$ cat src/dwl_pkg.sv
// Shared types, constants and the D4 coefficient table for the wavelet line core.
// Used by the controller, the datapath and the top level; depends on nothing.
package dwl_pkg;

	localparam int DATA_BITS = 24;
	localparam int MAX_LINE  = 64;
	localparam int ADDR_BITS = $clog2(MAX_LINE);
	localparam int LINE_LOG2 = ADDR_BITS;
	localparam int CNT_BITS  = ADDR_BITS + 1;
	localparam int LG_BITS   = 3;
	localparam int COEF_BITS = 16;
	localparam int PROD_BITS = DATA_BITS + COEF_BITS;
	localparam int ACC_BITS  = PROD_BITS + 2;
	localparam int CFG_IDX_BITS  = 4;
	localparam int CFG_DATA_BITS = 8;

	localparam logic [CFG_IDX_BITS-1:0] REG_LENGTH_LOG2  = 4'd0;
	localparam logic [CFG_IDX_BITS-1:0] REG_INVERSE_MODE = 4'd1;

	localparam logic signed [COEF_BITS-1:0] K0 = 16'sd15826;
	localparam logic signed [COEF_BITS-1:0] K1 = 16'sd27411;
	localparam logic signed [COEF_BITS-1:0] K2 = 16'sd7345;
	localparam logic signed [COEF_BITS-1:0] K3 = -16'sd4240;

	typedef struct packed {
		logic signed [DATA_BITS-1:0] sample;
		logic                        line_end;
	} dwl_in_t;

	typedef struct packed {
		logic signed [DATA_BITS-1:0] value;
		logic                        last;
	} dwl_out_t;

	typedef enum logic [2:0] {
		ST_LOAD,
		ST_FILL,
		ST_LEVEL,
		ST_DRAIN,
		ST_COPY,
		ST_OUT
	} dwl_state_t;

	// Commands from the controller to the datapath, one set per cycle.
	typedef struct packed {
		logic                        line_we;
		logic                        line_wzero;
		logic [ADDR_BITS-1:0]        line_waddr;
		logic [ADDR_BITS-1:0]        line_raddr;
		logic [ADDR_BITS-1:0]        work_raddr;
		logic                        tap_valid;
		logic                        tap_first;
		logic                        tap_last;
		logic signed [COEF_BITS-1:0] coef;
		logic [ADDR_BITS-1:0]        dest;
		logic                        copy_rd;
		logic                        out_rd;
		logic                        out_last;
	} dwl_cmd_t;

	// Coefficient for one tap. The second flag selects the detail output of a
	// forward level or the odd output of an inverse level.
	function automatic logic signed [COEF_BITS-1:0] tap_coef(input logic inv,
			input logic alt, input logic [1:0] tap);
		logic signed [COEF_BITS-1:0] c;
		c = K0;
		case ({inv, alt, tap})
			4'b00_00: c = K0;
			4'b00_01: c = K1;
			4'b00_10: c = K2;
			4'b00_11: c = K3;
			4'b01_00: c = K3;
			4'b01_01: c = -K2;
			4'b01_10: c = K1;
			4'b01_11: c = -K0;
			4'b10_00: c = K2;
			4'b10_01: c = K1;
			4'b10_10: c = K0;
			4'b10_11: c = K3;
			4'b11_00: c = K3;
			4'b11_01: c = -K0;
			4'b11_10: c = K1;
			4'b11_11: c = -K2;
			default:  c = K0;
		endcase
		return c;
	endfunction

endpackage

$ cat src/dwl_ram.sv
// Generic single-write, single-read RAM with a registered read port.
// Stands alone; used for the line store and the work store.
module dwl_ram #(
	parameter int WIDTH = 24,
	parameter int DEPTH = 64
) (
	input  logic                     clk,
	input  logic                     we,
	input  logic [$clog2(DEPTH)-1:0] waddr,
	input  logic [WIDTH-1:0]         wdata,
	input  logic [$clog2(DEPTH)-1:0] raddr,
	output logic [WIDTH-1:0]         rdata
);

	logic [WIDTH-1:0] mem_q [DEPTH];

	// Write port and registered read port.
	always_ff @(posedge clk) begin
		if (we) begin
			mem_q[waddr] <= wdata;
		end
		rdata <= mem_q[raddr];
	end

endmodule

$ cat src/dwl_dp.sv
// Datapath for the wavelet line core: both stores, the shared MAC, rounding and saturation.
// Depends on dwl_pkg and dwl_ram; driven by dwl_ctrl through dwl_cmd_t.
module dwl_dp
	import dwl_pkg::*;
(
	input  logic                        clk,
	input  logic                        arst_n,
	input  dwl_cmd_t                    cmd,
	input  logic signed [DATA_BITS-1:0] sample,
	output dwl_out_t                    result,
	output logic                        result_strobe
);

	localparam int RND_BITS = ACC_BITS + 1;
	localparam int Q_BITS   = RND_BITS - 15;

	logic [DATA_BITS-1:0]        line_rdata, work_rdata, line_wdata, work_wdata;
	logic                        line_we;
	logic [ADDR_BITS-1:0]        line_waddr;

	logic                        tap_s1, first_s1, last_s1;
	logic signed [COEF_BITS-1:0] coef_s1;
	logic [ADDR_BITS-1:0]        dest_s1, dest_s2, dest_s3;
	logic                        tap_s2, first_s2, last_s2;
	logic signed [PROD_BITS-1:0] prod_s2;
	logic signed [ACC_BITS-1:0]  acc_q;
	logic signed [ACC_BITS-1:0]  sum_s3;
	logic                        wr_s3;
	logic                        copy_s1;
	logic [ADDR_BITS-1:0]        copy_addr_s1;
	logic                        out_s1, out_last_s1;

	logic signed [RND_BITS-1:0]  rnd;
	logic signed [Q_BITS-1:0]    q;
	logic signed [DATA_BITS-1:0] sat;

	// Line store write: copy-back has priority over load and zero fill.
	assign line_we    = copy_s1 || cmd.line_we;
	assign line_waddr = copy_s1 ? copy_addr_s1 : cmd.line_waddr;
	assign line_wdata = copy_s1 ? work_rdata :
		(cmd.line_wzero ? '0 : DATA_BITS'(sample));

	dwl_ram #(.WIDTH(DATA_BITS), .DEPTH(MAX_LINE)) u_line (
		.clk  (clk),
		.we   (line_we),
		.waddr(line_waddr),
		.wdata(line_wdata),
		.raddr(cmd.line_raddr),
		.rdata(line_rdata)
	);

	dwl_ram #(.WIDTH(DATA_BITS), .DEPTH(MAX_LINE)) u_work (
		.clk  (clk),
		.we   (wr_s3),
		.waddr(dest_s3),
		.wdata(work_wdata),
		.raddr(cmd.work_raddr),
		.rdata(work_rdata)
	);

	// Control flags that follow the RAM read latency.
	always_ff @(posedge clk or negedge arst_n) begin
		if (!arst_n) begin
			tap_s1  <= 1'b0;
			tap_s2  <= 1'b0;
			wr_s3   <= 1'b0;
			copy_s1 <= 1'b0;
			out_s1  <= 1'b0;
		end else begin
			tap_s1  <= cmd.tap_valid;
			tap_s2  <= tap_s1;
			wr_s3   <= tap_s2 && last_s2;
			copy_s1 <= cmd.copy_rd;
			out_s1  <= cmd.out_rd;
		end
	end

	// Tap pipeline: read, multiply, accumulate over four taps.
	always_ff @(posedge clk) begin
		first_s1     <= cmd.tap_first;
		last_s1      <= cmd.tap_last;
		coef_s1      <= cmd.coef;
		dest_s1      <= cmd.dest;
		copy_addr_s1 <= cmd.work_raddr;
		out_last_s1  <= cmd.out_last;

		first_s2 <= first_s1;
		last_s2  <= last_s1;
		dest_s2  <= dest_s1;
		prod_s2  <= $signed(line_rdata) * coef_s1;

		if (tap_s2) begin
			if (first_s2) begin
				acc_q <= ACC_BITS'(prod_s2);
			end else begin
				acc_q <= acc_q + ACC_BITS'(prod_s2);
			end
		end
		sum_s3  <= acc_q + ACC_BITS'(prod_s2);
		dest_s3 <= dest_s2;
	end

	// Round half up, then saturate to the data range.
	always_comb begin
		rnd = RND_BITS'(sum_s3) + RND_BITS'(16384);
		q   = Q_BITS'(rnd >>> 15);
		if (q > Q_BITS'(2 ** (DATA_BITS - 1) - 1)) begin
			sat = {1'b0, {(DATA_BITS-1){1'b1}}};
		end else if (q < -Q_BITS'(2 ** (DATA_BITS - 1))) begin
			sat = {1'b1, {(DATA_BITS-1){1'b0}}};
		end else begin
			sat = DATA_BITS'(q);
		end
	end
	assign work_wdata = sat;

	assign result_strobe = out_s1;
	assign result.value  = $signed(line_rdata);
	assign result.last   = out_last_s1;

endmodule

$ cat config.mk
export PLATFORM = sky130hd
export DESIGN_NAME = dwl_dp
export DESIGN_NICKNAME = d
export VERILOG_FILES = /design/src/dwl_pkg.sv /design/src/dwl_ram.sv /design/src/dwl_dp.sv
export SDC_FILE = /design/constraint.sdc
export NUM_CORES = 2
export LEC_CHECK = 0
export CORE_UTILIZATION = 50
export DETAILED_ROUTE_END_ITERATION = 12
export DONT_BUFFER_PORTS = 1
export GPL_TIMING_DRIVEN = 0
export PLACE_DENSITY = 0.76
export SYNTH_ARGS = -nofsm -noshare
export SYNTH_HDL_FRONTEND = slang
export SYNTH_SLANG_ARGS = --single-unit
$ cat constraint.sdc
create_clock -name clk -period 7.3 [get_ports clk]
set_clock_uncertainty 0.1 [all_clocks]
set_input_delay 0.365 -clock clk [delete_from_list [all_inputs] [get_ports clk]]
set_output_delay 0.365 -clock clk [all_outputs]
set_load 0.05 [all_outputs]
== After elaboration in Yosys (flattened, before gate mapping) ==
Memories as Yosys holds them, arrays and structs flattened. A register that Yosys moved wholly into a read port is not among the register bits.
Index checks and enable logic that the tools add are counted.

* Register bits after elaboration: 174
* Bits in latches: 0
* RAM bits: 3072
* Memory bits (read-only): 0
* Bits of input ports: 74
* Output and inout port bits: 26
* Word-level logic and storage cells: 37
* Memories kept: 2

* Add/subtract/negate cells: 2
* Multipliers: 1
* Div/mod/pow operators: 0
* $lt $le $gt $ge: 2
* Equality and inequality tests: 0
* Shift operators: 0
* Muxes and demuxes: 10
* Bitwise operators: 0
* Reductions and logical operators: 2

{| class="wikitable"
|+ Memory list
! memory !! words !! bits a word !! rd ports !! clocked after memory_dff !! wr ports !! line !! text
|-
| u_line.mem_q || 64 || 24 || 1 || 1 || 1 || dwl_ram.sv:15 || <nowiki>logic [WIDTH-1:0] mem_q [DEPTH];</nowiki>
|-
| u_work.mem_q || 64 || 24 || 1 || 1 || 1 || dwl_ram.sv:15 ||
|}

{| class="wikitable"
|+ Operator list
! cell !! count
|-
| $mux W24 || 4
|-
| $add A42 B16 Y43 const B || 1
|-
| $add A42 B40 Y42 || 1
|-
| $mux W42 || 1
|-
| $mul A24 B16 Y40 || 1
|-
| $gt A28 B24 Y1 const B || 1
|-
| $lt A28 B24 Y1 const B || 1
|-
| $mux W6 || 1
|-
| $mux W1 || 4
|-
| $logic_and A1 B1 Y1 || 1
|-
| $logic_or A1 B1 Y1 || 1
|}

== Depth between registers and ports, before layout ==
* Depth in word-level cells: 4
* Mapped depth: 26
* Depth with buffers taken out: 25

== Modules after synthesis ==
Synthesis repeated with hierarchy kept, for this count alone.

* Cells, all modules: 7532
* Area total of the unflattened synthesis: 140178.2 µm²

{| class="wikitable"
|+ Modules (own cells, without submodules)
! module !! times used !! cells an instance !! area an instance (µm²) !! sequential area each (µm²)
|-
| dwl_ram || 2 || 2610 || 59295.6 || 46604.7
|-
| dwl_dp || 1 || 2312 || 21587.0 || 3648.5
|}

== Worst setup path before layout ==
No wires, ideal clock.

* Path type: reg2reg
* Start point: reg u_line.rdata[14] (read register of u_line.mem_q)
* End point: reg prod_s2[34]
* Setup time: 119 ps
* Arrival: 6186 ps
* Data required time: 7081 ps
* Setup slack: 895 ps
* Stages on the path, launching flop included: 25
* Path buffers: 1
* Clock period less this slack: 6405 ps
* Cells stage by stage: dfxtp_1 > clkbuf_1 > nand2_1 > fa_1 > inv_1 > fa_1 > inv_1 > fa_1 > inv_1 > fa_1 > fa_1 > inv_1 > fa_1 > inv_1 > ha_1 > a21oi_1 > o21ai_0 > o22ai_1 > a31oi_1 > a21oi_1 > o21a_1 > o21ai_0 > a21o_1 > a21oi_1 > xnor2_1

* Cells in the longest elaborated chain, start to end: 1

{| class="wikitable"
|+ Ends and longest elaborated chain
! what !! line !! text
|-
| start, declared || dwl_ram.sv:12 || <nowiki>output logic [WIDTH-1:0] rdata</nowiki>
|-
| $mul A24 B16 Y40 || dwl_dp.sv:90 || <nowiki>prod_s2 <= $signed(line_rdata) * coef_s1;</nowiki>
|-
| end signal, assigned || dwl_dp.sv:90 ||
|-
| end, declared || dwl_dp.sv:25 || <nowiki>logic signed [PROD_BITS-1:0] prod_s2;</nowiki>
|}

Every way passes these cells.
A chain may end at the register's enable or synchronous reset.

== Final worst setup path ==
* Start point: reg coef_s1[3]
* End point: reg prod_s2[34]

* Cells in the longest elaborated chain, start to end: 1

{| class="wikitable"
|+ Ends and longest elaborated chain
! what !! line !! text
|-
| start, declared || dwl_dp.sv:22 || <nowiki>logic signed [COEF_BITS-1:0] coef_s1;</nowiki>
|-
| start signal, assigned || dwl_dp.sv:82 || <nowiki>coef_s1 <= cmd.coef;</nowiki>
|-
| $mul A24 B16 Y40 || dwl_dp.sv:90 ||
|}

Every way passes these cells.

==> summary.md <==
| Metric | Value |
|---|---|
| Cells on worst reg2reg path | `24` |
| Post-CTS Setup Bufs | `0` |
| PwrDens | `458.9 nW/µm²` |
| Global-route wire length before repair | `540100 µm` |
| Worst-case clock buffer depth | `4` |
| Die area | `279200 µm²` |
| Max frequency | `0.1419 GHz` |
| Top sig layer | `met5` |
| Seq cells post-synth | `3280` |
| Core area | `274600 µm²` |
| Num CTS Buffers | `325` |
| Average size of a mapped cell | `20.38 µm²` |
| Top_reg_cell synth | `edfxtp_1` |
| CP Buf/Inv Count | `6` |
| Num rows | `192` |
| Dpl ws | `-0.4934 ns` |
| Min setup slack post-route | `0.2506 ns` |
| Initial Utilization | `50.47%` |
| Worst-Margin Slew | `1.556 ns` |
| Cell-internal power | `45600 µW` |
| Synthesized instance count | `6800` |
| Vias in the first global route | `73920` |
| Final number of setup-violating endpoints | `0` |
| Num ports | `100` |
| Area of the mapped netlist | `138600 µm²` |
| Area Growth Syn to Fin | `13.80%` |
| Hold Crit Endpoint | `u_line.rdata[23]` |
| Cell taking the most area after synthesis | `edfxtp_1` |
| GR Overflow Total | `0` |
| Crit-path max cell delay | `0.64 ns` |
| Cell repeated most along the worst path | `fa_1` |
| Crit end category | `flop` |
| Worst EP required | `7.98 ns` |
| Net Switching | `26760 µW` |
| Reg power frac | `33.8%` |
| Post-synthesis sequential area ratio | `69.90%` |
| Sw Ratio | `36.98%` |
| Stages on the worst setup path | `24` |
| Clk pwr share | `23.0%` |
| Die W | `528.4 µm` |
| Reg2Reg Launch Point | `coef_s1[3]` |
| CTS tree | `yes` |
| Placer congestion estimate | `0.9509` |
| CTS Sinks | `3280` |
| CP Data Arrival Time | `7.73 ns` |
| H-tree levels | `5` |
| Setup CP Type | `reg2reg` |
| Crit share post-route | `96.57%` |
| Hold Crit Depth | `2` |
| Synth cell types | `72` |
| Relative slew slack | `-3.766%` |
| R2r endpoint | `prod_s2[34]` |
| # nets final | `7884` |
| Post-DP HPWL | `237400 µm` |
| Share of Yosys cell area claimed by the top area cell type | `67.48%` |
| DIE HEIGHT | `528.4 µm` |
| RSZ-0062 raised after global routing | `false` |
| Post-synth EDFFs | `3114` |
| Pins Over Slew Limit | `11` |
| Critical path fanouts, max | `10` |
| WL met2 | `183300 µm` |
| Reported max-cap violation count | `1` |
| Status | `finished, violations left` |
| P_leak | `0.05077 µW` |
| Top delay family on crit path | `adder cells` |
| Largest net degree at the start of global routing | `53` |
| Syn nets | `7389` |
| Initial antenna violation count | `69` |
| Length of routed wiring on met1 | `130200 µm` |
| VDD IR max | `1.429 mV` |
| Share of cells above drive strength 1 | `24.28%` |
| Clock root buffer | `clkbuf_16` |
| Routed WL per cell | `33.79 µm` |
| Antenna-violating nets left | `0` |
| Slowest-stage cell, CP | `dfxtp_1` |
| Vias per cell | `6.408` |
| DR pass1 iterations | `8` |
| 1st-iter DRT viols | `10220` |
| Ys Warns | `0` |
| CP Launch Type | `flop` |
| Worst-Skew Late Latency | `0.96 ns` |
| DR DRC count | `0` |
| Asr flop ratio synth | `0.1524%` |
| CP Cell Sequence | `clkbuf_2, nand2_1, fa_1, inv_1, fa_1, inv_1, fa_1, inv_1, fa_1, fa_1, inv_1, fa_1, inv_1, ha_1, a21oi_1, o21ai_0, o22ai_1, a31oi_2, a21oi_1, o21a_1, o21ai_0, a21o_1, a21oi_1, xnor2_1` |
| Violated checks | `capacitance limit, slew limit` |
| Worst Hold Class | `in2reg` |
| Routed vias | `72360` |
| Tot GR Track Use | `27.39%` |
| Tot Pwr | `72360 µW` |
| Combinational share of power | `43.2%` |
| R2R Setup Slk | `0.25 ns` |
| Hold Path Origin | `cmd[39]` |
| Met3 WL | `44870 µm` |
| Buffers added on ports | `0` |
| Fillcell total | `18910` |
| Synth top area cells | `edfxtp_1 67%, mux4_2 16%, fa_1 5.4%, dfxtp_1 2.3%, inv_1 1.3%` |
| Min cycle time layout | `7.049 ns` |
| Final Hold Viols | `0` |
| Clock-pin slew on the worst setup and hold paths | `0.06 ns` |
| Final wirelength | `381600 µm` |
metal layers:
layer	vias to the layer above	track usage [%]
li1	27960	-
met1	37890	34.35
met2	5394	43.76
met3	1086	7.550
met4	34	14.29
met5	-	0
worst max-delay path by stage:
stage | from | end
final | coef_s1[3] | prod_s2[34]
after global routing | u_line.rdata[23] | prod_s2[38]
after CTS | u_line.rdata[22] | prod_s2[38]
after detailed placement | u_line.rdata[16] | prod_s2[29]
after floorplan | u_line.rdata[14] | prod_s2[34]
after global placement | sum_s3[21] | u_work.mem_q[46][9]
through the flow:
step	hold WS (ns)	std cells	utilization [%]	TNS (ns)	instance area [µm²]
floorplan	-0.03059	6800	-	0	138600
global placement	-0.03013	10490	52.14	-2309.73	143200
detailed placement	-0.02983	10580	53.25	-3.203	146200
CTS	0.005044	11250	57.36	0	157500
global route	0.01383	11270	57.41	0	157600
finish	0.07028	11290	57.43	0	157700
area by class of cell:
| class | instances | area [µm²] | share of cell area, % |
|---|---|---|---|
| inverters | 471 | 1769 | 1.122 |
| repair buffers | 168 | 2606 | 1.653 |
| diodes | 45 | 112.6 | 0.07141 |
| multi-input cells | 2733 | 39970 | 25.35 |
| clock buffers | 434 | 8747 | 5.547 |
| well taps | 3686 | 4612 | 2.925 |
| plain buffers | 316 | 1242 | 0.7879 |
| flip-flops and latches | 3280 | 96910 | 61.46 |
| clock inverters | 159 | 1715 | 1.088 |
repair_timing:
action / 4_1_cts / 5_1_grt
hold buffers: 77 / 0
resized for setup: 36 / 70
setup endpoints to repair: 13 / 10
hold endpoints to repair: 220 / 0
gates cloned: 0 / 0
state kept, by name, summed over array words and instances, names as in the netlist, 6 cells and up:
register,cells
acc_q,42
coef_s1,16
copy_addr_s1,6
dest_s1,6
dest_s2,6
dest_s3,6
prod_s2,40
sum_s3,28
u_line.mem_q,1536
u_line.rdata,24
u_work.mem_q,1536
u_work.rdata,24
worst register-to-register path: stages (launching register included):
cell and delay, ns:
dfxtp_1 0.64, clkbuf_2 0.44, nand2_1 0.12, fa_1 0.51, inv_1 0.06, fa_1 0.53, inv_1 0.05, fa_1 0.50
inv_1 0.05, fa_1 0.44, fa_1 0.51, inv_1 0.05, fa_1 0.49, inv_1 0.10, ha_1 0.39, a21oi_1 0.09
o21ai_0 0.24, o22ai_1 0.16, a31oi_2 0.32, a21oi_1 0.17, o21a_1 0.26, o21ai_0 0.35, a21o_1 0.17, a21oi_1 0.07
xnor2_1 0.12
cell usage after synthesis (all sizes together) (11+ instances only):
master	number
and2	153
buf	81
mux2	27
nand4	13
clkbuf	235
a211oi	11
ha	140
fa	375
o31ai	11
mux4	1008
a21oi	73
xnor2	64
nand2b	14
dfxtp	161
o21ai	68
nor2	194
edfxtp	3114
a22o	25
nor3	23
nand3	28
nand2	312
a21o	57
xor2	40
inv	470
kinds of logic (layout without fill, tap and decap cells):
kind of cell               Yosys count  in the layout  synth area share, %
AOI/OAI and AO/OA                  300            300                1.438
buffers and inverters              787           1548                2.135
and+or+nand+nor                    777            777                2.572
xor gates and xnor gates           104            104               0.6573
muxes                             1037           1037                16.62
other                                0             45                    0
DFF                               3280           3280                69.90
adders and majority gates          515            515                6.682
layout by cell type (no fill, tap or decap), drive strengths merged, types with 6 or more instances in the layout:
master and instances:
a22o 25, mux2 27, nor2 194, inv 486, or2 6, nand2b 14, bufinv 21, a21o 57
o21ai 68, o21a 7, xnor2 64, nand2 312, diode 45, o21bai 9, edfxtp 3114, dlygate4sd3 77
nor2b 7, mux4 1008, clkinv 113, nand4 13, nand3 28, and3 8, xor2 40, a211oi 11
and2 153, ha 140, o31ai 11, fa 375, nor3 23, dfxtp 161, a21oi 73, buf 171
clkbuf 670, clkinvlp 10
power by group through the flow:
stage | Clock (µW) | Sequential (µW) | Combinational, µW
floorplan | 0 | 25000 | 21500
global placement | 0 | 25800 | 29000
detailed placement | 0 | 24800 | 30800
CTS | 16700 | 24400 | 31100
global route | 17400 | 24500 | 34500
finish | 16600 | 24500 | 31300
No activity file was read; power rests on OpenSTA's default activity.
