File: src/dwl_pkg.sv
// Shared types, constants and the D4 coefficient table for the wavelet line core.
// Used by the controller, the datapath and the top level; depends on nothing.
package dwl_pkg;

	localparam int DATA_BITS = 24;
	localparam int MAX_LINE  = 64;
	localparam int ADDR_BITS = $clog2(MAX_LINE);
	localparam int LINE_LOG2 = ADDR_BITS;
	localparam int CNT_BITS  = ADDR_BITS + 1;
	localparam int LG_BITS   = 3;
	localparam int COEF_BITS = 16;
	localparam int PROD_BITS = DATA_BITS + COEF_BITS;
	localparam int ACC_BITS  = PROD_BITS + 2;
	localparam int CFG_IDX_BITS  = 4;
	localparam int CFG_DATA_BITS = 8;

	localparam logic [CFG_IDX_BITS-1:0] REG_LENGTH_LOG2  = 4'd0;
	localparam logic [CFG_IDX_BITS-1:0] REG_INVERSE_MODE = 4'd1;

	localparam logic signed [COEF_BITS-1:0] K0 = 16'sd15826;
	localparam logic signed [COEF_BITS-1:0] K1 = 16'sd27411;
	localparam logic signed [COEF_BITS-1:0] K2 = 16'sd7345;
	localparam logic signed [COEF_BITS-1:0] K3 = -16'sd4240;

	typedef struct packed {
		logic signed [DATA_BITS-1:0] sample;
		logic                        line_end;
	} dwl_in_t;

	typedef struct packed {
		logic signed [DATA_BITS-1:0] value;
		logic                        last;
	} dwl_out_t;

	typedef enum logic [2:0] {
		ST_LOAD,
		ST_FILL,
		ST_LEVEL,
		ST_DRAIN,
		ST_COPY,
		ST_OUT
	} dwl_state_t;

	// Commands from the controller to the datapath, one set per cycle.
	typedef struct packed {
		logic                        line_we;
		logic                        line_wzero;
		logic [ADDR_BITS-1:0]        line_waddr;
		logic [ADDR_BITS-1:0]        line_raddr;
		logic [ADDR_BITS-1:0]        work_raddr;
		logic                        tap_valid;
		logic                        tap_first;
		logic                        tap_last;
		logic signed [COEF_BITS-1:0] coef;
		logic [ADDR_BITS-1:0]        dest;
		logic                        copy_rd;
		logic                        out_rd;
		logic                        out_last;
	} dwl_cmd_t;

	// Coefficient for one tap. The second flag selects the detail output of a
	// forward level or the odd output of an inverse level.
	function automatic logic signed [COEF_BITS-1:0] tap_coef(input logic inv,
			input logic alt, input logic [1:0] tap);
		logic signed [COEF_BITS-1:0] c;
		c = K0;
		case ({inv, alt, tap})
			4'b00_00: c = K0;
			4'b00_01: c = K1;
			4'b00_10: c = K2;
			4'b00_11: c = K3;
			4'b01_00: c = K3;
			4'b01_01: c = -K2;
			4'b01_10: c = K1;
			4'b01_11: c = -K0;
			4'b10_00: c = K2;
			4'b10_01: c = K1;
			4'b10_10: c = K0;
			4'b10_11: c = K3;
			4'b11_00: c = K3;
			4'b11_01: c = -K0;
			4'b11_10: c = K1;
			4'b11_11: c = -K2;
			default:  c = K0;
		endcase
		return c;
	endfunction

endpackage

File: src/dwl_ctrl.sv
// Controller for the wavelet line core: loading, level sequencing, copy and readout.
// Depends on dwl_pkg; drives the datapath through dwl_cmd_t.
module dwl_ctrl
	import dwl_pkg::*;
(
	input  logic                     clk,
	input  logic                     arst_n,
	input  logic                     start,
	input  logic                     line_end,
	output logic                     busy,
	input  logic                     cfg_valid,
	output logic                     cfg_ready,
	input  logic [CFG_IDX_BITS-1:0]  cfg_index,
	input  logic [CFG_DATA_BITS-1:0] cfg_data,
	output dwl_cmd_t                 cmd
);

	dwl_state_t           state_q, state_d;
	logic [CNT_BITS-1:0]  cnt_q, cnt_d;
	logic [CNT_BITS-1:0]  ptr_q, ptr_d;
	logic [ADDR_BITS-1:0] j_q, j_d;
	logic [1:0]           t_q, t_d;
	logic [LG_BITS-1:0]   lvl_q, lvl_d;
	logic [1:0]           drain_q, drain_d;
	logic [LG_BITS-1:0]   len_log2_q;
	logic                 inv_q;

	logic [LG_BITS-1:0]   eff_lg;
	logic [CNT_BITS-1:0]  len;
	logic [CNT_BITS-1:0]  nn;
	logic [ADDR_BITS-1:0] nmask, hmask, nh;
	logic [ADDR_BITS-1:0] fi, ii, ip, tap_addr;
	logic                 alt;
	logic                 accept;
	logic [CNT_BITS-1:0]  cnt_inc;

	assign cfg_ready = 1'b1;
	assign busy      = (state_q != ST_LOAD);
	assign accept    = start && !busy;

	// Length clamped to the supported range.
	always_comb begin
		if (len_log2_q < LG_BITS'(2)) begin
			eff_lg = LG_BITS'(2);
		end else if (len_log2_q > LG_BITS'(LINE_LOG2)) begin
			eff_lg = LG_BITS'(LINE_LOG2);
		end else begin
			eff_lg = len_log2_q;
		end
	end
	assign len = CNT_BITS'(1) << eff_lg;

	// Level geometry and tap addressing.
	assign nn      = CNT_BITS'(1) << lvl_q;
	assign nmask   = ADDR_BITS'(nn - CNT_BITS'(1));
	assign nh      = ADDR_BITS'(nn >> 1);
	assign hmask   = nh - ADDR_BITS'(1);
	assign fi      = j_q & hmask;
	assign ii      = j_q >> 1;
	assign ip      = (ii + nh - ADDR_BITS'(1)) & hmask;
	assign alt     = inv_q ? j_q[0] : ((j_q & nh) != '0);
	assign cnt_inc = cnt_q + CNT_BITS'(1);

	always_comb begin
		if (!inv_q) begin
			tap_addr = ((fi << 1) + ADDR_BITS'(t_q)) & nmask;
		end else begin
			case (t_q)
				2'd0:    tap_addr = ip;
				2'd1:    tap_addr = ip + nh;
				2'd2:    tap_addr = ii;
				default: tap_addr = ii + nh;
			endcase
		end
	end

	// Configuration registers.
	always_ff @(posedge clk or negedge arst_n) begin
		if (!arst_n) begin
			len_log2_q <= LG_BITS'(6);
			inv_q      <= 1'b0;
		end else if (cfg_valid && cfg_ready) begin
			if (cfg_index == REG_LENGTH_LOG2) begin
				len_log2_q <= cfg_data[LG_BITS-1:0];
			end else if (cfg_index == REG_INVERSE_MODE) begin
				inv_q <= cfg_data[0];
			end
		end
	end

	// State and counters.
	always_ff @(posedge clk or negedge arst_n) begin
		if (!arst_n) begin
			state_q <= ST_LOAD;
			cnt_q   <= '0;
			ptr_q   <= '0;
			j_q     <= '0;
			t_q     <= '0;
			lvl_q   <= '0;
			drain_q <= '0;
		end else begin
			state_q <= state_d;
			cnt_q   <= cnt_d;
			ptr_q   <= ptr_d;
			j_q     <= j_d;
			t_q     <= t_d;
			lvl_q   <= lvl_d;
			drain_q <= drain_d;
		end
	end

	// Next state and commands.
	always_comb begin
		state_d = state_q;
		cnt_d   = cnt_q;
		ptr_d   = ptr_q;
		j_d     = j_q;
		t_d     = t_q;
		lvl_d   = lvl_q;
		drain_d = drain_q;

		cmd            = '0;
		cmd.coef       = tap_coef(inv_q, alt, t_q);
		cmd.line_raddr = tap_addr;
		cmd.dest       = j_q;
		cmd.work_raddr = ptr_q[ADDR_BITS-1:0];
		cmd.line_waddr = cnt_q[ADDR_BITS-1:0];

		case (state_q)
			ST_LOAD: begin
				if (accept) begin
					cmd.line_we = (cnt_q < len);
					if (cnt_q >= len || cnt_inc == len || line_end) begin
						// Line complete: zero-fill any gap, then transform.
						j_d   = '0;
						t_d   = '0;
						lvl_d = inv_q ? LG_BITS'(2) : eff_lg;
						cnt_d = '0;
						if (cnt_q < len && cnt_inc < len) begin
							ptr_d   = cnt_inc;
							state_d = ST_FILL;
						end else begin
							state_d = ST_LEVEL;
						end
					end else begin
						cnt_d = cnt_inc;
					end
				end
			end
			ST_FILL: begin
				cmd.line_we    = 1'b1;
				cmd.line_wzero = 1'b1;
				cmd.line_waddr = ptr_q[ADDR_BITS-1:0];
				ptr_d          = ptr_q + CNT_BITS'(1);
				if (ptr_q + CNT_BITS'(1) == len) begin
					state_d = ST_LEVEL;
				end
			end
			ST_LEVEL: begin
				cmd.tap_valid = 1'b1;
				cmd.tap_first = (t_q == 2'd0);
				cmd.tap_last  = (t_q == 2'd3);
				t_d           = t_q + 2'd1;
				if (t_q == 2'd3) begin
					j_d = j_q + ADDR_BITS'(1);
					if (j_q == nmask) begin
						j_d     = '0;
						drain_d = '0;
						state_d = ST_DRAIN;
					end
				end
			end
			ST_DRAIN: begin
				// Let the last sums reach the work store.
				drain_d = drain_q + 2'd1;
				if (drain_q == 2'd2) begin
					ptr_d   = '0;
					state_d = ST_COPY;
				end
			end
			ST_COPY: begin
				// A spare step at the end keeps the last write off the next read.
				cmd.copy_rd = (ptr_q < nn);
				ptr_d       = ptr_q + CNT_BITS'(1);
				if (ptr_q == nn) begin
					ptr_d = '0;
					if (inv_q ? (lvl_q == eff_lg) : (lvl_q == LG_BITS'(2))) begin
						state_d = ST_OUT;
					end else begin
						lvl_d   = inv_q ? lvl_q + LG_BITS'(1) : lvl_q - LG_BITS'(1);
						state_d = ST_LEVEL;
					end
				end
			end
			ST_OUT: begin
				cmd.out_rd     = 1'b1;
				cmd.line_raddr = ptr_q[ADDR_BITS-1:0];
				cmd.out_last   = (ptr_q + CNT_BITS'(1) == len);
				ptr_d          = ptr_q + CNT_BITS'(1);
				if (ptr_q + CNT_BITS'(1) == len) begin
					state_d = ST_LOAD;
				end
			end
			default: begin
				state_d = ST_LOAD;
			end
		endcase
	end

endmodule

File: config.mk
export PLATFORM = sky130hd
export DESIGN_NAME = dwl_ctrl
export DESIGN_NICKNAME = d
export VERILOG_FILES = /design/src/dwl_pkg.sv /design/src/dwl_ctrl.sv
export SDC_FILE = /design/constraint.sdc
export NUM_CORES = 1
export LEC_CHECK = 0
export BUFFER_PORTS_ARGS = -buffer_cell sky130_fd_sc_hd__buf_2
export CORE_AREA = 2 2 95 97
export DETAILED_ROUTE_END_ITERATION = 6
export DIE_AREA = 0 0 97 99
export PLACE_DENSITY = 0.78
export SYNTH_ARGS = -nofsm -noshare
export SYNTH_HDL_FRONTEND = slang
export SYNTH_SLANG_ARGS = --single-unit
File: constraint.sdc
create_clock -name clk -period 10.5 [get_ports clk]
set_input_delay 1.05 -clock clk [delete_from_list [all_inputs] [get_ports clk]]
set_output_delay 1.05 -clock clk [all_outputs]
set_load 0.03 [all_outputs]
== After elaboration in Yosys (flattened, before gate mapping) ==
Memories as Yosys holds them, arrays and structs flattened.
Cells that the tools add are included.
Storage, ports and cells
  register bits: 34
  latch bits: 0
  bits in writable memories: 0
  memory bits (read-only): 256
  input bits: 17
  output and inout port bits: 50
  logic and storage cells: 135
  memories kept: 1
Memory list
  (no name shown): depth 16, width 16, rd ports 1, clocked after memory_dff 0, wr ports 0, line dwl_pkg.sv:67  | case ({inv, alt, tap})
Operators by class
  $add $sub $neg: 13
  multiply operators: 0
  div/mod/pow operators: 0
  $lt $le $gt $ge: 6
  equal/unequal tests: 26
  shift-type cells: 2
  muxes and demuxes: 49
  bitwise operators: 5
  reductions and logical operators: 24
Operator list (number)
  3-bit 2-to-1 mux: 18
  7-bit 2-to-1 mux: 7
  6-bit 2-to-1 mux: 6
  7-bit case mux with 4 select lines: 1
  7-bit equality test: 3
  7-bit less-than comparator: 3
  2-bit inequality test, second input constant: 10
  6-bit AND: 3
  3-bit case mux with 6 select lines: 1
  6-bit case mux with 3 select lines: 1
  6-bit by 1-bit subtractor with 6-bit output, second input constant: 3
  7-bit by 1-bit adder with 7-bit output, second input constant: 2
  1-bit by 3-bit << shifter with 7-bit output, first input constant: 2
  2-bit 2-to-1 mux: 6
  6-bit case mux with 2 select lines: 1
  5-bit AND reduction: 2
  3-bit by 2-bit equality test with 1-bit output, second input constant: 3
  3-bit AND reduction: 3
  2-bit case mux with 2 select lines: 2
  8-bit AND reduction: 1
  7-bit greater-or-equal comparator: 1
  5-bit by 6-bit adder with 6-bit output: 1
  6-bit by 1-bit adder with 6-bit output, second input constant: 1
  6-bit by 2-bit adder with 6-bit output: 1
  other kinds (31): 43

== Logic depth before layout (Yosys ltp) ==
Gate-level depths: netlist of run 1.
  depth after elaboration: 10
  depth in mapped cells: 18
  depth with buffers taken out: 15

== Worst setup path before layout of run 1 ==
No wires, ideal clock.
  path kind: reg2out
  from: register lvl_q[1]
  to: output cmd[38] (netlist name)
  arrival: 3819 ps
  data required time: 9450 ps
  path slack: 5631 ps
  cell stages (with the launch flop): 19
  path buffers: 3
  cells stage by stage: dfrtp_1 -> buf_2 -> buf_2 -> inv_1 -> and3_1 -> clkbuf_1 -> ha_1 -> inv_1 -> fa_1 -> ha_1 -> nand2_1 -> o21ai_0 -> ha_1 -> a21oi_1 -> a21boi_0 -> o22ai_1 -> and2_4 -> or4b_1 -> nand3_1
RTL lines
  from (decl): line dwl_ctrl.sv:23  | logic [LG_BITS-1:0] lvl_q, lvl_d;
  from (signal assigned): line dwl_ctrl.sv:107  | lvl_q <= lvl_d;
  to (decl): line dwl_ctrl.sv:15  | output dwl_cmd_t cmd

==> results.yml, run 1 <==
setup_path:
  r2r_setup_slack_ns: 6.68
  regToRegStartpoint: "lvl_q[1]$_DFFE_PN0P_"
  cpMaxStageDelayCell: "dfrtp_1"
  crit_top_cell: "ha_1"
  critPathRequiredTime_ns: 9.45
  critPathCaptureType: "output pin"
  cp_max_fo: 31
  path_cells: "inv_1 > and3_1 > ha_1 > inv_1 > fa_1 > ha_1 > nand2_1 > o21ai_0 > ha_1 > a21oi_1 > a21boi_0 > o22ai_1 > and2_4 > or4b_1 > nand3_1 > buf_2"
  critPathKind: "reg2out"
  startpoint_type: "register"
  r2r.worst_path.cells: 11
  worstSetupStartpoint: "lvl_q[1]$_DFFE_PN0P_"
  r2r-end: "drain_q[1]$_DFFE_PN0P_"
  cpPeakStageDelay_ns: 0.93
  endpoint: "cmd[38]"
  critPathArrivalTime_ns: 4.65
power_and_ir_drop:
  p_int_uw: 642
  p_leak_uw: 0.00230
  peakVddDrop_uv: 290
  seq_power_share_pct: 17.3
  pwr-share-comb_pct: 74.2
  powerDensity_mw_per_mm2: 305
  clkPwrFrac_pct: 8.6
  finalPower_uw: 1510
  switching_share_pct: 57.4
  power_switching_uw: 864
final_layout:
  final_net_count: 679
  syn2layout_area_growth_pct: 7.36
  num_antenna_cells: 0
  drive_gt1_share_pct: 18.0
  n_fill_cell: 792
clock_network:
  cts_buffers: 5
  clk_pin_slew_ns: 0.07
  cts_tree: "built"
  clock_sinks: 34
  cts_setup_buffers: 0
  cts_hold_buf: 0
  insertion_delay_ns: 0.29
  clockBufferDepth: 2
  post_cts_resized: 0
  cts_root_buf: "clkbuf_8"
  ctsHtreeMaxLevel: 2
placed_design:
  port_buffers: 60
  dp_hpwl_um: 9800
  routabilityCongestion: 0.950
die:
  start_util_pct: 53.8
  dieArea_mm2: 0.00960
  die_w_um: 97
  design.core.area_mm2: 0.00855
  die_height_um: 99
  pin_count: 67
  num_rows: 34
logic_synthesis:
  synth_area_mm2: 0.00460
  yosysWarnings: 0
  synth_cell_types: 89
  avgSynthCellArea_um2: 7.87
  synthArstFlopShare_pct: 100
  yosys-top-cells-count: "nand2_1 (57), o21ai_0 (48), ha_1 (45)"
  synth_edf_count: 0
  synthesis.instances: 585
  synth_top_area_share_pct: 17.4
  ys_seq_area_share_pct: 18.5
  yosysTopAreaCell: "dfrtp_1"
  synth_flop_cell: "dfrtp_1"
  yosys-top-cells-area: "dfrtp_1 (17%), ha_1 (12%), o21ai_0 (5.2%)"
  synth_seq_cells: 34
  synth_most_common_cell: "nand2_1"
global_routing:
  grt_usage_pct: 26.7
  grt_pass1_vias: 4316
  grt_pass1_wl_um: 21300
  grt_max_degree: 35
  antenna_found_initial: 0
  overflow: 0
flow_run:
  maxCapViolations: 0
timing:
  tns_ns: 0
  tightest_slew_ns: 0.927
  rsz0062_at_grt: "false"
  final.period_utilization_pct: 54.3
  slew_headroom_pct: 38.2
  fin_crit_ns: 5.70
  finalHoldViolCount: 0
  fmax_ghz: 0.175
  setup_viol_count_final: 0
  skew_ns: 0.0135
  slew_violations: 0
min_path:
  hold_path_class: "reg2reg"
drt:
  totalWireLength_um: 13000
  vias_per_cell: 6.42
  drc: 0
  first_iter_violations: 485
  vias: 4649
  wl_per_cell_um: 18.0
  postRouteAntennaNets: 0
  first_pass_iters: 7
run_status:
  status: "finished clean"
[how the worst min path moves through the flow]
stage / endpoint / start / cells past startpoint
after floorplan: drain_q[0]$_DFFE_PN0P_ / drain_q[0]$_DFFE_PN0P_ / 1
after global placement: drain_q[0]$_DFFE_PN0P_ / drain_q[0]$_DFFE_PN0P_ / 1
after detailed placement: drain_q[0]$_DFFE_PN0P_ / drain_q[0]$_DFFE_PN0P_ / 1
after CTS: drain_q[0]$_DFFE_PN0P_ / drain_q[0]$_DFFE_PN0P_ / 1
after global routing: drain_q[0]$_DFFE_PN0P_ / drain_q[0]$_DFFE_PN0P_ / 1
final: drain_q[0]$_DFFE_PN0P_ / drain_q[0]$_DFFE_PN0P_ / 1
[through the flow]
step                      hold WS [ns]  instances  area, um2  util [%]  setup slack, ns
final                            0.488        724       4940      57.8             4.80
after global routing             0.522        724       4940      57.8             4.55
after CTS                        0.497        724       4940      57.8             4.87
after detailed placement         0.483        716       4830      56.5             5.18
after global placement           0.471        716       4830      56.5             5.19
after floorplan                  0.451        586       4610         -             5.63
[layer usage]
metal | track usage, % | routed length, um
met1 | 35.8 | 5520
met4 | 6.28 | 273
met5 | 0 | 0
met2 | 46.4 | 6210
met3 | 2.77 | 1050
[power groups by stage]
stage / clock [uW] / sequential (uW) / combinational [uW]
finish: 129 / 260 / 1120
global route: 136 / 270 / 1210
CTS: 131 / 257 / 1100
floorplan: 0 / 202 / 910
detailed placement: 0 / 260 / 1090
global placement: 0 / 257 / 1070
[area by class of cell]
type,instances,area [um2],area share (%)
clock buffers,7,86.3,1.75
clock inverters,1,30.0,0.607
inverters,33,124,2.51
multi-input cells,479,3400,68.8
flip-flops and latches,34,853,17.3
well taps,108,135,2.73
repair buffers,62,315,6.38
[layout by cell type, fill, tap and decap left out, types with 10 or more instances in the layout]
cell type	n
nand3_1	20
ha_1	45
buf_2	60
a21oi_1	30
dfrtp_1	32
nand2_1	57
inv_1	27
xnor2_1	12
o21ai_0	48
xor2_1	14
nor2b_1	12
nor2_1	44
mux2i_1	10
nand2b_1	10
[flip-flops by register name, summed over array words and instances, names as in the netlist]
| signal | count |
|---|---|
| drain_q | 2 |
| j_q | 6 |
| ptr_q | 7 |
| t_q | 2 |
| cnt_q | 7 |
| inv_q | 1 |
| lvl_q | 3 |
| state_q | 3 |
| len_log2_q | 3 |
[worst max-delay path: cells and delay by family (launching register included)]
family	cells	cell delay (ns)
fa+ha+maj	4	1.26
simple gates	5	1.09
flops	1	0.93
compound gates	4	0.61
buf+inv	3	0.46
[cells by family after synthesis]
| logic type | synth area share, % |
|---|---|
| AOI/OAI and AO/OA | 26.0 |
| xor gates and xnor gates | 5.65 |
| adders and majority gates | 13.3 |
| buffers and inverters | 7.72 |
| DFF | 18.5 |
| muxes | 4.38 |
| other | 0.0814 |
| and+or+nand+nor | 24.3 |
Power figures use the tool's default switching activity.
==> run 2, diff against run 1 <==
- clock period: 10.5 -> 5.5 ns (I/O delays scaled with it)
==> run 2 against run 1 <==
Total power increased by 88%. Clock skew shrank 0.0031 ns. Worst hold slack got worse by 0.15 ns. Sequential share of layout area about the same. Non-clock buffer count up 5. First-iteration DRC count down 27%. Utilization is 0.059 points higher.
==> results.yml, run 2 (synthesized netlist as in run 1, its figures left out) <==
clock_network:
  ctsHtreeMaxLevel: 2
  clockBufferDepth: 2
  clk_pin_slew_ns: 0.08
  cts_buffers: 5
  insertion_delay_ns: 0.29
  cts_hold_buf: 0
  cts_tree: "built"
  clock_sinks: 34
  cts_root_buf: "clkbuf_8"
  post_cts_resized: 0
  cts_setup_buffers: 0
placed_design:
  routabilityCongestion: 0.968
  placed_cell_area_mm2: 0.00486
  port_buffers: 60
  dp_hpwl_um: 9990
final_layout:
  reg.largest.list: "cnt_q: 7 flops, ptr_q: 7 flops, j_q: 6 flops"
  num_antenna_cells: 0
  syn2layout_area_growth_pct: 7.47
  multi_input_area_mm2: 0.00340
  final_cell_mix: "buf_2 (60), nand2_1 (57), o21ai_0 (48)"
  final_net_count: 684
  n_fill_cell: 791
  layout_commonest_cell: "buf_2"
  post-route-util_pct: 57.9
  fin_area_mm2: 0.00495
  drive_gt1_share_pct: 18.5
  seq_area_um2: 853
setup_path:
  r2r_setup_slack_ns: 2.04
  crit_top_cell: "ha_1"
  critPathRequiredTime_ns: 4.95
  cpMaxStageDelayCell: "fa_1"
  r2r-end: "j_q[4]$_DFFE_PN0P_"
  cp_max_fo: 16
  critPathKind: "reg2out"
  path_cells: "buf_4 > and3_1 > ha_1 > inv_1 > fa_1 > ha_1 > nand2_1 > o21ai_0 > ha_1 > a21oi_1 > a21boi_0 > o22ai_1 > and2_4 > or4b_1 > nand3_1 > buf_2"
  critPathCaptureType: "output pin"
  critPathArrivalTime_ns: 4.36
  cpPeakStageDelay_ns: 0.50
  regToRegStartpoint: "lvl_q[0]$_DFFE_PN0P_"
  r2r.worst_path.cells: 11
  startpoint_type: "register"
global_routing:
  overflow: 0
  grt_pass1_wl_um: 21700
  grt_usage_pct: 27.3
  antenna_found_initial: 0
  grt_max_degree: 35
  grt_pass1_vias: 4469
timing:
  finalHoldViolCount: 0
  rsz0062_at_grt: "false"
  slew_violations: 0
  tns_ns: 0
  tightest_slew_ns: 0.930
  fmax_ghz: 0.204
  fin_crit_ns: 4.91
  timing.hold.ws_ns: 0.334
  slew_headroom_pct: 38.0
  final.period_utilization_pct: 89.3
  skew_ns: 0.0104
  setup_viol_count_final: 0
die:
  dieArea_mm2: 0.00960
  design.core.area_mm2: 0.00855
  num_rows: 34
  start_util_pct: 53.8
  die_w_um: 97
  pin_count: 67
  die_height_um: 99
drt:
  totalWireLength_um: 13100
  first_iter_violations: 354
  vias: 4739
  first_pass_iters: 6
  vias_per_cell: 6.50
  drc: 0
  postRouteAntennaNets: 0
  wl_per_cell_um: 18.0
min_path:
  hold_path_class: "in2async"
run_status:
  status: "finished clean"
flow_run:
  maxCapViolations: 0
power_and_ir_drop:
  powerDensity_mw_per_mm2: 572
  p_leak_uw: 0.00230
  peakVddDrop_uv: 469
run 2: changes by cell type in the layout (fill, tap and decap cells not counted), sizes merged:
cell / previous run / this run
clkinvlp: 0 / 1
buf: 62 / 67
bufinv: 1 / 0
run 2: layout make-up:
class	instances	area share [%]
Clock buffer	7	1.54
Clock inverter	1	0.152
Inverter	33	2.50
Multi-Input combinational cell	479	68.7
Sequential cell	34	17.2
Tap cell	108	2.73
Timing Repair Buffer	67	7.13
run 2: worst max-delay path, delay by kind of cell (launching register included):
| kind | cells | cell delay (ns) |
|---|---|---|
| adders and majority gates | 4 | 1.30 |
| and+or+nand+nor | 5 | 1.10 |
| AOI/OAI and AO/OA | 4 | 0.65 |
| buffers and inverters | 3 | 0.53 |
| DFF | 1 | 0.48 |
run 2: how the worst max path moves through the flow:
stage / from / slack [ns] / cells past startpoint / end
after floorplan: lvl_q[1]$_DFFE_PN0P_ / 1.13 / 18 / cmd[38]
after global placement: lvl_q[0]$_DFFE_PN0P_ / 1.05 / 16 / cmd[38]
after detailed placement: lvl_q[0]$_DFFE_PN0P_ / 0.98 / 16 / cmd[38]
after CTS: lvl_q[0]$_DFFE_PN0P_ / 0.66 / 16 / cmd[38]
after global routing: lvl_q[0]$_DFFE_PN0P_ / 0.29 / 16 / cmd[38]
final: lvl_q[0]$_DFFE_PN0P_ / 0.59 / 16 / cmd[38]
run 2: routing by layer:
layer | vias up | part of all wire [%] | track usage [%]
li1 | 2205 | - | -
met1 | 2268 | 43 | 36.4
met2 | 229 | 47 | 45.4
met3 | 37 | 7.6 | 3.97
met4 | 0 | 2.5 | 9.10
met5 | - | 0 | 0
run 2: report_power, final:
group          leakage (uW)  internal [uW]  switching [uW]
Combinational       0.00182            779            1420
Sequential         0.000445            311             132
Clock             0.0000385           89.7            96.9
Total               0.00230           1180            1650
run 2: per-stage QoR:
stage	instances	power, uW	setup WS, ns
after floorplan	586	2120	1.13
after global placement	721	2550	1.05
after detailed placement	721	2600	0.975
after CTS	729	2800	0.656
after global routing	729	3060	0.293
final	729	2830	0.589
